===== config.mk =====
export PLATFORM = sky130hd
export DESIGN_NAME = ipv4_longest_prefix_router
export DESIGN_NICKNAME = d
export VERILOG_FILES = /design/src/hdl/lpr_pkg.sv /design/src/hdl/ipv4_longest_prefix_router.sv /design/src/hdl/lpr_table.sv /design/src/hdl/lpr_cmp.sv
export SDC_FILE = /design/constraint.sdc
export NUM_CORES = 2
export LEC_CHECK = 0
export BUFFER_PORTS_ARGS = -buffer_cell sky130_fd_sc_hd__buf_2
export CAP_MARGIN = 30
export CORE_ASPECT_RATIO = 2
export CORE_UTILIZATION = 40
export CTS_CLUSTER_SIZE = 30
export DETAILED_ROUTE_END_ITERATION = 10
export HOLD_SLACK_MARGIN = 0.15
export PLACE_DENSITY = 0.65
export SLEW_MARGIN = 20
export SYNTH_ARGS = -nofsm -noshare
export SYNTH_HDL_FRONTEND = slang
export SYNTH_MEMORY_MAX_BITS = 65536
export SYNTH_SLANG_ARGS = --single-unit

===== constraint.sdc =====
create_clock -name clk -period 9.4 [get_ports clk]
set_input_delay 1.41 -clock clk [delete_from_list [all_inputs] [get_ports clk]]
set_output_delay 1.41 -clock clk [all_outputs]
set_load 0.02 [all_outputs]

===== src/hdl/lpr_pkg.sv =====
// Shared types, result codes and prefix helpers for the longest-prefix route lookup.
package lpr_pkg;

	// Item operation codes.
	localparam logic OP_ADD   = 1'b0;
	localparam logic OP_ROUTE = 1'b1;

	// Result status codes.
	localparam logic [2:0] ST_STORED      = 3'd0;
	localparam logic [2:0] ST_FORWARDED   = 3'd1;
	localparam logic [2:0] ST_DROPPED_TTL = 3'd2;
	localparam logic [2:0] ST_NO_ROUTE    = 3'd3;
	localparam logic [2:0] ST_TABLE_FULL  = 3'd4;

	// Longest legal prefix length.
	localparam logic [5:0] MAX_LEN = 6'd32;

	// Sequencer states.
	typedef enum logic [1:0] {
		S_IDLE,
		S_SCAN,
		S_DRAIN,
		S_FINISH
	} state_t;

	// One stored route.
	typedef struct packed {
		logic [31:0] prefix;
		logic [5:0]  length;
		logic [2:0]  iface;
		logic        has_gw;
		logic [31:0] gw;
	} entry_t;

	// Verdict of the shared compare unit on one entry.
	typedef struct packed {
		logic same;
		logic hit;
		logic longer;
	} cmp_res_t;

	// Clamp a prefix length to 32.
	function automatic logic [5:0] clamp_len(input logic [5:0] len);
		clamp_len = (len > MAX_LEN) ? MAX_LEN : len;
	endfunction

	// Network mask with the given number of leading ones.
	function automatic logic [31:0] prefix_mask(input logic [5:0] len);
		prefix_mask = ~(32'hFFFF_FFFF >> clamp_len(len));
	endfunction

endpackage


===== src/hdl/ipv4_longest_prefix_router.sv =====
// Top level of the IPv4 longest-prefix route table and lookup engine.
//
// Usage: present a word on the input ports with start high; it is taken at a
// rising edge where start is high and busy is low. op selects between adding
// a route and routing one datagram header. Busy stays high while the word is
// worked on, and no new word is taken meanwhile.
// Each word gives exactly one result word, shown for one cycle with done high.
// The receiver cannot stall; a result must be taken in the cycle it is shown.
// The table memory is read through its single read port, one stored route per
// cycle, and every entry goes through one shared compare unit. A header with a
// TTL of 0 or 1, or any word on an empty table, skips the scan and goes
// straight to the finish state. The next word can be accepted in the cycle the
// result is shown.
// Routes fill the table from slot 0 upward and are never removed, so a fill
// count stands for the valid bits. Reset empties the table at once; there is
// no clearing pass.
module ipv4_longest_prefix_router #(
	parameter int MAX_ROUTES     = 64,
	parameter int NUM_INTERFACES = 8
) (
	input  logic        clk,
	input  logic        arst_n,
	input  logic        start,
	output logic        busy,
	input  logic        op,
	input  logic [31:0] route_net,
	input  logic [5:0]  route_len,
	input  logic        has_next_hop,
	input  logic [31:0] next_hop_addr,
	input  logic [2:0]  route_interface,
	input  logic [31:0] dst_addr,
	input  logic [7:0]  ttl_in,
	output logic        done,
	output logic [2:0]  status,
	output logic [2:0]  out_interface,
	output logic [31:0] deliver_addr,
	output logic [7:0]  ttl_out
);
	import lpr_pkg::*;

	localparam int ADDR_W = (MAX_ROUTES > 1) ? $clog2(MAX_ROUTES) : 1;
	localparam int CNT_W  = $clog2(MAX_ROUTES + 1);

	state_t state_q, state_d;

	// Fill count and scan position.
	logic [CNT_W-1:0]  count_q;
	logic [CNT_W-1:0]  scan_q;
	logic              rd_vld_s1;
	logic [ADDR_W-1:0] rd_idx_s1;

	// Latched word.
	logic        op_q;
	logic [31:0] key_q;
	logic [5:0]  len_q;
	logic        has_gw_q;
	logic [31:0] gw_q;
	logic [2:0]  iface_q;
	logic [7:0]  ttl_q;

	// Best entry found so far.
	logic              best_vld_q;
	logic [5:0]        best_len_q;
	logic [ADDR_W-1:0] best_idx_q;
	logic [2:0]        best_iface_q;
	logic [31:0]       best_addr_q;

	// Result registers.
	logic        done_q;
	logic [2:0]  status_q;
	logic [2:0]  iface_out_q;
	logic [31:0] addr_out_q;
	logic [7:0]  ttl_out_q;

	// Sequencer outputs.
	logic              accept;
	logic              low_ttl;
	logic              rd_en;
	logic              wr_en;
	logic [ADDR_W-1:0] wr_addr;
	logic              cnt_inc;
	logic [2:0]        res_status;
	logic [2:0]        res_iface;
	logic [31:0]       res_addr;
	logic [7:0]        res_ttl;

	entry_t   wr_data;
	entry_t   rd_data;
	cmp_res_t cmp;

	assign accept  = start && (state_q == S_IDLE);
	assign low_ttl = (ttl_in <= 8'd1);

	lpr_table #(
		.DEPTH  (MAX_ROUTES),
		.ADDR_W (ADDR_W)
	) u_table (
		.clk     (clk),
		.wr_en   (wr_en),
		.wr_addr (wr_addr),
		.wr_data (wr_data),
		.rd_en   (rd_en),
		.rd_addr (scan_q[ADDR_W-1:0]),
		.rd_data (rd_data)
	);

	lpr_cmp u_cmp (
		.ent      (rd_data),
		.key      (key_q),
		.key_len  (len_q),
		.best_vld (best_vld_q),
		.best_len (best_len_q),
		.res      (cmp)
	);

	assign wr_data = '{prefix: key_q, length: len_q, iface: iface_q,
		has_gw: has_gw_q, gw: gw_q};

	// Next state.
	always_comb begin
		state_d = state_q;
		unique case (state_q)
			S_IDLE: begin
				if (start) begin
					if ((op == OP_ROUTE && low_ttl) || count_q == '0) begin
						state_d = S_FINISH;
					end else begin
						state_d = S_SCAN;
					end
				end
			end
			S_SCAN: begin
				if (scan_q + CNT_W'(1) == count_q) begin
					state_d = S_DRAIN;
				end
			end
			S_DRAIN:  state_d = S_FINISH;
			S_FINISH: state_d = S_IDLE;
			default:  state_d = S_IDLE;
		endcase
	end

	// Sequencer outputs and result selection.
	always_comb begin
		rd_en      = 1'b0;
		wr_en      = 1'b0;
		wr_addr    = best_idx_q;
		cnt_inc    = 1'b0;
		res_status = ST_NO_ROUTE;
		res_iface  = '0;
		res_addr   = '0;
		res_ttl    = '0;
		unique case (state_q) inside
			S_IDLE, S_DRAIN: begin
			end
			S_SCAN: rd_en = 1'b1;
			S_FINISH: begin
				if (op_q == OP_ADD) begin
					if (best_vld_q) begin
						wr_en      = 1'b1;
						res_status = ST_STORED;
					end else if (count_q < CNT_W'(MAX_ROUTES)) begin
						wr_en      = 1'b1;
						wr_addr    = count_q[ADDR_W-1:0];
						cnt_inc    = 1'b1;
						res_status = ST_STORED;
					end else begin
						res_status = ST_TABLE_FULL;
					end
				end else if (ttl_q <= 8'd1) begin
					res_status = ST_DROPPED_TTL;
				end else if (best_vld_q && int'(best_iface_q) < NUM_INTERFACES) begin
					res_status = ST_FORWARDED;
					res_iface  = best_iface_q;
					res_addr   = best_addr_q;
					res_ttl    = ttl_q - 8'd1;
				end
			end
			default: begin
			end
		endcase
	end

	// Control registers.
	always_ff @(posedge clk or negedge arst_n) begin
		if (!arst_n) begin
			state_q    <= S_IDLE;
			count_q    <= '0;
			scan_q     <= '0;
			rd_vld_s1  <= 1'b0;
			best_vld_q <= 1'b0;
			done_q     <= 1'b0;
		end else begin
			state_q   <= state_d;
			rd_vld_s1 <= rd_en;
			done_q    <= (state_q == S_FINISH);
			if (cnt_inc) begin
				count_q <= count_q + CNT_W'(1);
			end
			if (accept) begin
				scan_q     <= '0;
				best_vld_q <= 1'b0;
			end else begin
				if (rd_en) begin
					scan_q <= scan_q + CNT_W'(1);
				end
				// Keep the first same route for an add, the longest hit for a lookup.
				if (rd_vld_s1) begin
					if (op_q == OP_ADD) begin
						if (cmp.same && !best_vld_q) begin
							best_vld_q <= 1'b1;
						end
					end else if (cmp.hit && cmp.longer) begin
						best_vld_q <= 1'b1;
					end
				end
			end
		end
	end

	// Payload registers of the word and of the best entry.
	always_ff @(posedge clk) begin
		rd_idx_s1 <= scan_q[ADDR_W-1:0];
		if (accept) begin
			op_q     <= op;
			len_q    <= clamp_len(route_len);
			key_q    <= (op == OP_ADD) ? (route_net & prefix_mask(route_len))
				: dst_addr;
			has_gw_q <= has_next_hop;
			gw_q     <= next_hop_addr;
			iface_q  <= route_interface;
			ttl_q    <= ttl_in;
		end
		if (!accept && rd_vld_s1) begin
			if (op_q == OP_ADD) begin
				if (cmp.same && !best_vld_q) begin
					best_idx_q <= rd_idx_s1;
				end
			end else if (cmp.hit && cmp.longer) begin
				best_len_q   <= rd_data.length;
				best_iface_q <= rd_data.iface;
				best_addr_q  <= rd_data.has_gw ? rd_data.gw : key_q;
			end
		end
		if (state_q == S_FINISH) begin
			status_q    <= res_status;
			iface_out_q <= res_iface;
			addr_out_q  <= res_addr;
			ttl_out_q   <= res_ttl;
		end
	end

	assign busy          = (state_q != S_IDLE);
	assign done          = done_q;
	assign status        = status_q;
	assign out_interface = iface_out_q;
	assign deliver_addr  = addr_out_q;
	assign ttl_out       = ttl_out_q;

endmodule


===== src/hdl/lpr_table.sv =====
// Route table memory with one write port and one registered read port.
module lpr_table #(
	parameter int DEPTH  = 64,
	parameter int ADDR_W = (DEPTH > 1) ? $clog2(DEPTH) : 1
) (
	input  logic                clk,
	input  logic                wr_en,
	input  logic [ADDR_W-1:0]   wr_addr,
	input  lpr_pkg::entry_t     wr_data,
	input  logic                rd_en,
	input  logic [ADDR_W-1:0]   rd_addr,
	output lpr_pkg::entry_t     rd_data
);
	import lpr_pkg::*;

	entry_t mem [DEPTH];
	entry_t rd_data_q;

	// Write port.
	always_ff @(posedge clk) begin
		if (wr_en) begin
			mem[wr_addr] <= wr_data;
		end
	end

	// Registered read port.
	always_ff @(posedge clk) begin
		if (rd_en) begin
			rd_data_q <= mem[rd_addr];
		end
	end

	assign rd_data = rd_data_q;

endmodule


===== src/hdl/lpr_cmp.sv =====
// Shared compare unit that judges one stored route against the current key.
module lpr_cmp (
	input  lpr_pkg::entry_t   ent,
	input  logic [31:0]       key,
	input  logic [5:0]        key_len,
	input  logic              best_vld,
	input  logic [5:0]        best_len,
	output lpr_pkg::cmp_res_t res
);
	import lpr_pkg::*;

	// Same route for an add, prefix hit and length ranking for a lookup.
	always_comb begin
		res.same   = (ent.length == key_len) && (ent.prefix == key);
		res.hit    = ((key & prefix_mask(ent.length)) == ent.prefix);
		res.longer = !best_vld || (ent.length > best_len);
	end

endmodule


Word-level counts from Yosys, hierarchy flattened --
Memories as Yosys holds them, arrays and structs flattened. A register that Yosys moved wholly into a read port is not among the register bits. Cells that the tools add are included.
Operators by class: $add $sub $neg 3, multipliers 0, divide/modulo/power cells 0, magnitude comparators 6, equality and inequality tests 10, shift operators 2, muxes and demuxes 34, bitwise operators 6, reductions and logical operators 21
Operators by type and width (count):
- $and 32x32->32 | 2
- $eq 32x32->1 | 2
- $mux 32 | 2
- $not 32->32 | 2
- $shr 32x6->32 const A | 2
- $mux 6 | 6
- $le 8x1->1 const B | 2
- $mux 1 | 15
- $add 7x1->7 const B | 2
- $mux 7 | 2
- $gt 6x6->1 const B | 2
- $mux 2 | 5
- $mux 3 | 3
- $reduce_and 3->1 | 3
- $pmux 2 s4 | 1
- $sub 8x1->8 const B | 1
- $eq 7x7->1 | 1
- $logic_not 7->1 | 1
- $lt 7x7->1 const B | 1
- $eq 6x6->1 | 1
- $gt 6x6->1 | 1
- $logic_and 1x1->1 | 6
- $reduce_bool 2->1 | 3
- $eq 2x2->1 const B | 2
- other kinds (10) | 14
Storage, ports and cells: bits in registers 201, bits in latches 0, RAM bits 4736, ROM bits 0, input port bits 118, output and inout port bits 48, logic and storage cells 105, memories kept 1
Memory list:
- u_table.mem | words 64, bits a word 74, rd ports 1, clocked after Yosys merged registers in 1, write ports 1, line lpr_table.sv:16 | entry_t mem [DEPTH];

Logic depth before layout (Yosys ltp) --
depth in word-level cells 11, gate-level depth with buffers 10, gate-level depth less buffers 8

Modules after synthesis --
From an unflattened synthesis, not the netlist that was laid out.
Unflattened totals: cell total of the unflattened synthesis 8439, area total of the unflattened synthesis 191194.6 µm²
Modules (own cells, without submodules):
- lpr_table | times used 1, cells each 7657, area each 181499.1 µm²
- ipv4_longest_prefix_router | times used 1, cells each 557, area each 8155.3 µm²
- lpr_cmp | times used 1, cells each 225, area each 1540.2 µm²

Worst setup path before layout --
OpenSTA, ideal clock, no wires.
path type register to register, start register state_q[0], end memory u_table.mem[13][0] in the netlist's numbering, enable pin, arrival 6.059 ns, required time 8.893 ns, path slack 2.834 ns, cell stages (with the launch flop) 9, buffers on the path 1, clock period less this slack 6.566 ns, cell sequence dfrtp_1 ha_1 nand2b_1 nor3_1 clkbuf_1 nand3_1 o21ai_0 nand2_1 nor2_1
On the way: longest elaborated chain between the ends 4, elaborated cells on any way between the ends 5, those cells by class eq/ne (1); mux (4)
Ends and longest elaborated chain:
- from (decl) | line ipv4_longest_prefix_router.sv:44 | state_t state_q, state_d;
- from (signal assigned) | line ipv4_longest_prefix_router.sv:194 | state_q <= state_d;
- $eq 2x2->1 *
- $mux 1 | line ipv4_longest_prefix_router.sv:153 | unique case (state_q) inside
- $mux 1 | line lpr_table.sv:21 | if (wr_en) begin
- $mux 1 (not written as such) | line lpr_table.sv:22 | mem[wr_addr] <= wr_data;
- to (decl) | line lpr_table.sv:16
Mark *: on every way between the ends. The rest lies on a longest branch, timed or not.

Worst setup path in the final report --
start register state_q[0], end memory u_table.mem[14][1] in the netlist's numbering, enable pin
The elaborated chain is that of the path after synthesis.

==> impl_results.md <==
- WL per Instance: 36.6 um
- Post-Syn Area: 191,000 um^2
- Total placed cells including tap cells: 13,958
- Synth Flop Type: edfxtp_1
- Internal power: 0.0418 W
- WL met1: 186,000 um
- Setup TNS: 0 ns
- Hold Fails Final Rpt: 0
- Pin count of the biggest net entering global routing: 119
- H-tree depth: 5
- Fin cells: 14,816
- Via Count: 88,912
- Number of global-route vias before repair: 90,365
- EDFF count, synth: 4,986
- Element type at the critical path start: flop
- Starting Density: 40.2%
- Mean cell area of the mapped netlist: 25.1 um^2
- DRC: 0
- Core ar.: 475,000 um^2
- Die Area: 480,000 um^2
- Die Y: 979 um
- Global Route Usage Sum: 22.3%
- CTS tree: done
- CP Max Fanout: 48
- Fmax: 0.190 GHz
- Clock Skew: 0.0869 ns
- Remaining Overflow, GRT: 0
- Initial antenna violation count: 50
- Nets@finish: 8,220
- Area growth syn-to-layout: 13.1%
- Clock tree buffer depth: 4
- Switch Pwr: 0.0170 W
- Commonest non-fill, non-tap cells in the layout: 4,986 x edfxtp_1, 1,554 x mux4_2, 423 x clkbuf_16
- Clock transition at the registers of the reported paths: 0.07 ns
- Post-CTS Repair Setup Buffers: 0
- Worst setup EP type: flop
- Yosys cell types: 63
- Vias/cell: 6.00
- Worst-Skew Late Latency: 1.02 ns
- First-pass GRT wire length: 742,000 um
- DRT iter0 DRCs: 11,391
- Final HPWL DP: 317,000 um
- Status: complete, no violations
- Post-DP Area: 201,000 um^2
- Sequential power share: 45.2%
- Layout cell share with drive strength beyond 1: 32.8%
- Worst hold slack: 0.404 ns
- Synth Register Bits: 5,011
- Least-Margin Pin Slew: 1.37 ns
- Seq/Total Area, Yosys: 78.8%
- Async SR Flop Fraction: 0.379%
- Crit path required time: 9.98 ns
- Cts repair resizes: 0
- DR WL met2: 278,000 um
- Port Buf Inserts: 165
- Cell Rows: 358
- Highest routing layer actually used: met5
- Worst EP arrival: 5.86 ns
- Setup-failing EPs final: 0
- Post-Synthesis Cells: 7,603
- Final WL: 543,000 um
- Die X-Extent: 490 um
- RSZ-0062 raised after global routing: no
- Num CTS Buffers: 418
- Commonest non-fill, non-tap cell in the layout: edfxtp_1
- Clk pwr share: 30.7%
- Finished layout cell area: 216,000 um^2
- DR pass1 iterations: 8
- Final Max Tran Viols: 0
- CTS Sinks: 5,011
- Switching Share: 28.9%
- Syn nets: 7,737
- Post-route ant nets: 0
- Leak Pwr: 64.9 nW
- Peak VDD IR: 0.236 mV
- Metal3 WL: 44,400 um
- Worst slew margin: 8.92%
- Final GP Congestion: 0.933
- Tcrit/Tclk final: 56.1%
- Hold buffers post-CTS: 0
- Final period demand of the worst path: 5.27 ns
- PD cells: 272 nW/um^2
- Hold/Removal Path Class: flop to flop
- Root Driver: clkbuf_16
- Max_cap viols: 0
- Synth Warn #: 0
- IO Pins: 166
- WS Path Type: flop to flop
- Combinational Power Share: 24.1%
## cells by family after synthesis
family                   Yosys count  share of synthesized area [%]
adder cells (fa/ha/maj)           16                          0.105
AO/OA/AOI/OAI                    154                          0.520
buffers and inverters            423                          0.876
flip-flops                      5011                           78.8
XOR/XNOR                          58                          0.273
multiplexers                    1592                           18.6
AND/OR/NAND/NOR                  349                          0.918
## through the flow
| step | worst slack [ns] | util, % | total power [W] |
|---|---|---|---|
| floorplan | 2.83 | - | 0.0357 |
| detailed placement | 4.23 | 42.4 | 0.0413 |
| finish | 4.13 | 45.4 | 0.0588 |
| global placement | 4.10 | 42.3 | 0.0411 |
| CTS | 4.16 | 45.4 | 0.0591 |
| global route | 4.08 | 45.4 | 0.0603 |
## sequential cells by signal (all words and copies together), names as in the netlist, 2 cells and up
register / count
status: 3
best_addr_q: 32
best_idx_q: 6
key_q: 32
count_q: 7
u_table.rd_data: 74
iface_q: 3
state_q: 2
scan_q: 7
best_len_q: 6
len_q: 6
out_interface: 3
u_table.mem: 4736
ttl_q: 8
ttl_out: 8
deliver_addr: 32
best_iface_q: 3
gw_q: 32
rd_idx_s1: 6
## cell type report
| class | instances | area (um^2) |
|---|---|---|
| Antenna cell | 67 | 168 |
| Clock buffer | 493 | 10900 |
| Clock inverter | 290 | 3260 |
| Fill cell | 38361 | 259000 |
| Inverter | 28 | 110 |
| Multi-Input combinational cell | 2169 | 39400 |
| Sequential cell | 5011 | 150000 |
| Tap cell | 6300 | 7880 |
| Timing Repair Buffer | 458 | 3880 |
## cells in the mapped netlist (3+ instances only)
cell type / n / area, um^2
nand3b_1: 3 / 22.5
xor2_1: 35 / 307
a22oi_1: 3 / 22.5
nor2b_1: 22 / 138
o21ai_0: 67 / 335
o31ai_1: 7 / 52.6
buf_2: 52 / 260
a21oi_1: 19 / 95.1
and3_1: 5 / 31.3
nor4_1: 15 / 93.8
o2111ai_1: 3 / 26.3
nor4b_1: 5 / 43.8
or4_1: 5 / 37.5
and2_1: 41 / 257
nand3_1: 16 / 80.1
nor3_1: 7 / 35.0
a21o_1: 6 / 45.0
a211o_1: 3 / 26.3
xnor2_1: 22 / 193
mux2_2: 32 / 360
mux2i_1: 6 / 60.1
buf_1: 88 / 330
o311ai_0: 4 / 35.0
inv_1: 27 / 101
o211a_1: 3 / 30.0
o211ai_1: 10 / 75.1
nand2b_1: 24 / 150
edfxtp_1: 4986 / 150000
ha_1: 16 / 200
o21a_1: 4 / 30.0
nand4_1: 13 / 81.3
nor2_1: 101 / 379
and4_1: 3 / 26.3
a2bb2oi_1: 3 / 26.3
or3_1: 5 / 31.3
or2_2: 6 / 37.5
nand2_1: 74 / 278
mux4_2: 1554 / 35000
a22o_1: 3 / 26.3
dfxtp_1: 6 / 120
clkbuf_1: 252 / 946
dfrtp_1: 19 / 475
## per-layer routing
layer	vias up	track usage, %
met5	-	0
met4	20	12.1
met3	1077	4.36
met2	4768	38.9
met1	49017	26.0
li1	34030	-
## path summary, 6_finish.rpt
path	start	endpoint	slack (ns)	cells after the start
worst min register to register	rd_idx_s1[2]	best_idx_q[2]	0.40	0
worst min-delay path	rd_idx_s1[2]	best_idx_q[2]	0.40	0
min in group asynchronous	arst_n	done	0.43	1
worst max-delay path	state_q[0]	u_table.mem[14][1]	4.13	9
max in group asynchronous	arst_n	scan_q[1]	8.42	1
worst max register to register	state_q[0]	u_table.mem[14][1]	4.13	9
## critical path: stages (launching register included)
cell and delay [ns]:
dfrtp_1 0.47, ha_4 0.70, nand2b_1 0.29, nor3_2 0.20
buf_4 0.28, mux2i_1 0.47, nand2_1 0.54, nor2_4 0.27
buf_4 0.61, buf_4 0.87
## power groups by stage
stage / clock network (W) / registers [W] / logic [W]
6_report: 0.0180 / 0.0266 / 0.0142
5_1_grt: 0.0190 / 0.0265 / 0.0147
4_1_cts: 0.0183 / 0.0266 / 0.0143
3_5_place_dp: 0 / 0.0270 / 0.0143
3_3_place_gp: 0 / 0.0270 / 0.0141
2_1_floorplan: 0 / 0.0270 / 0.00869
Power figures use the tool's default switching activity.
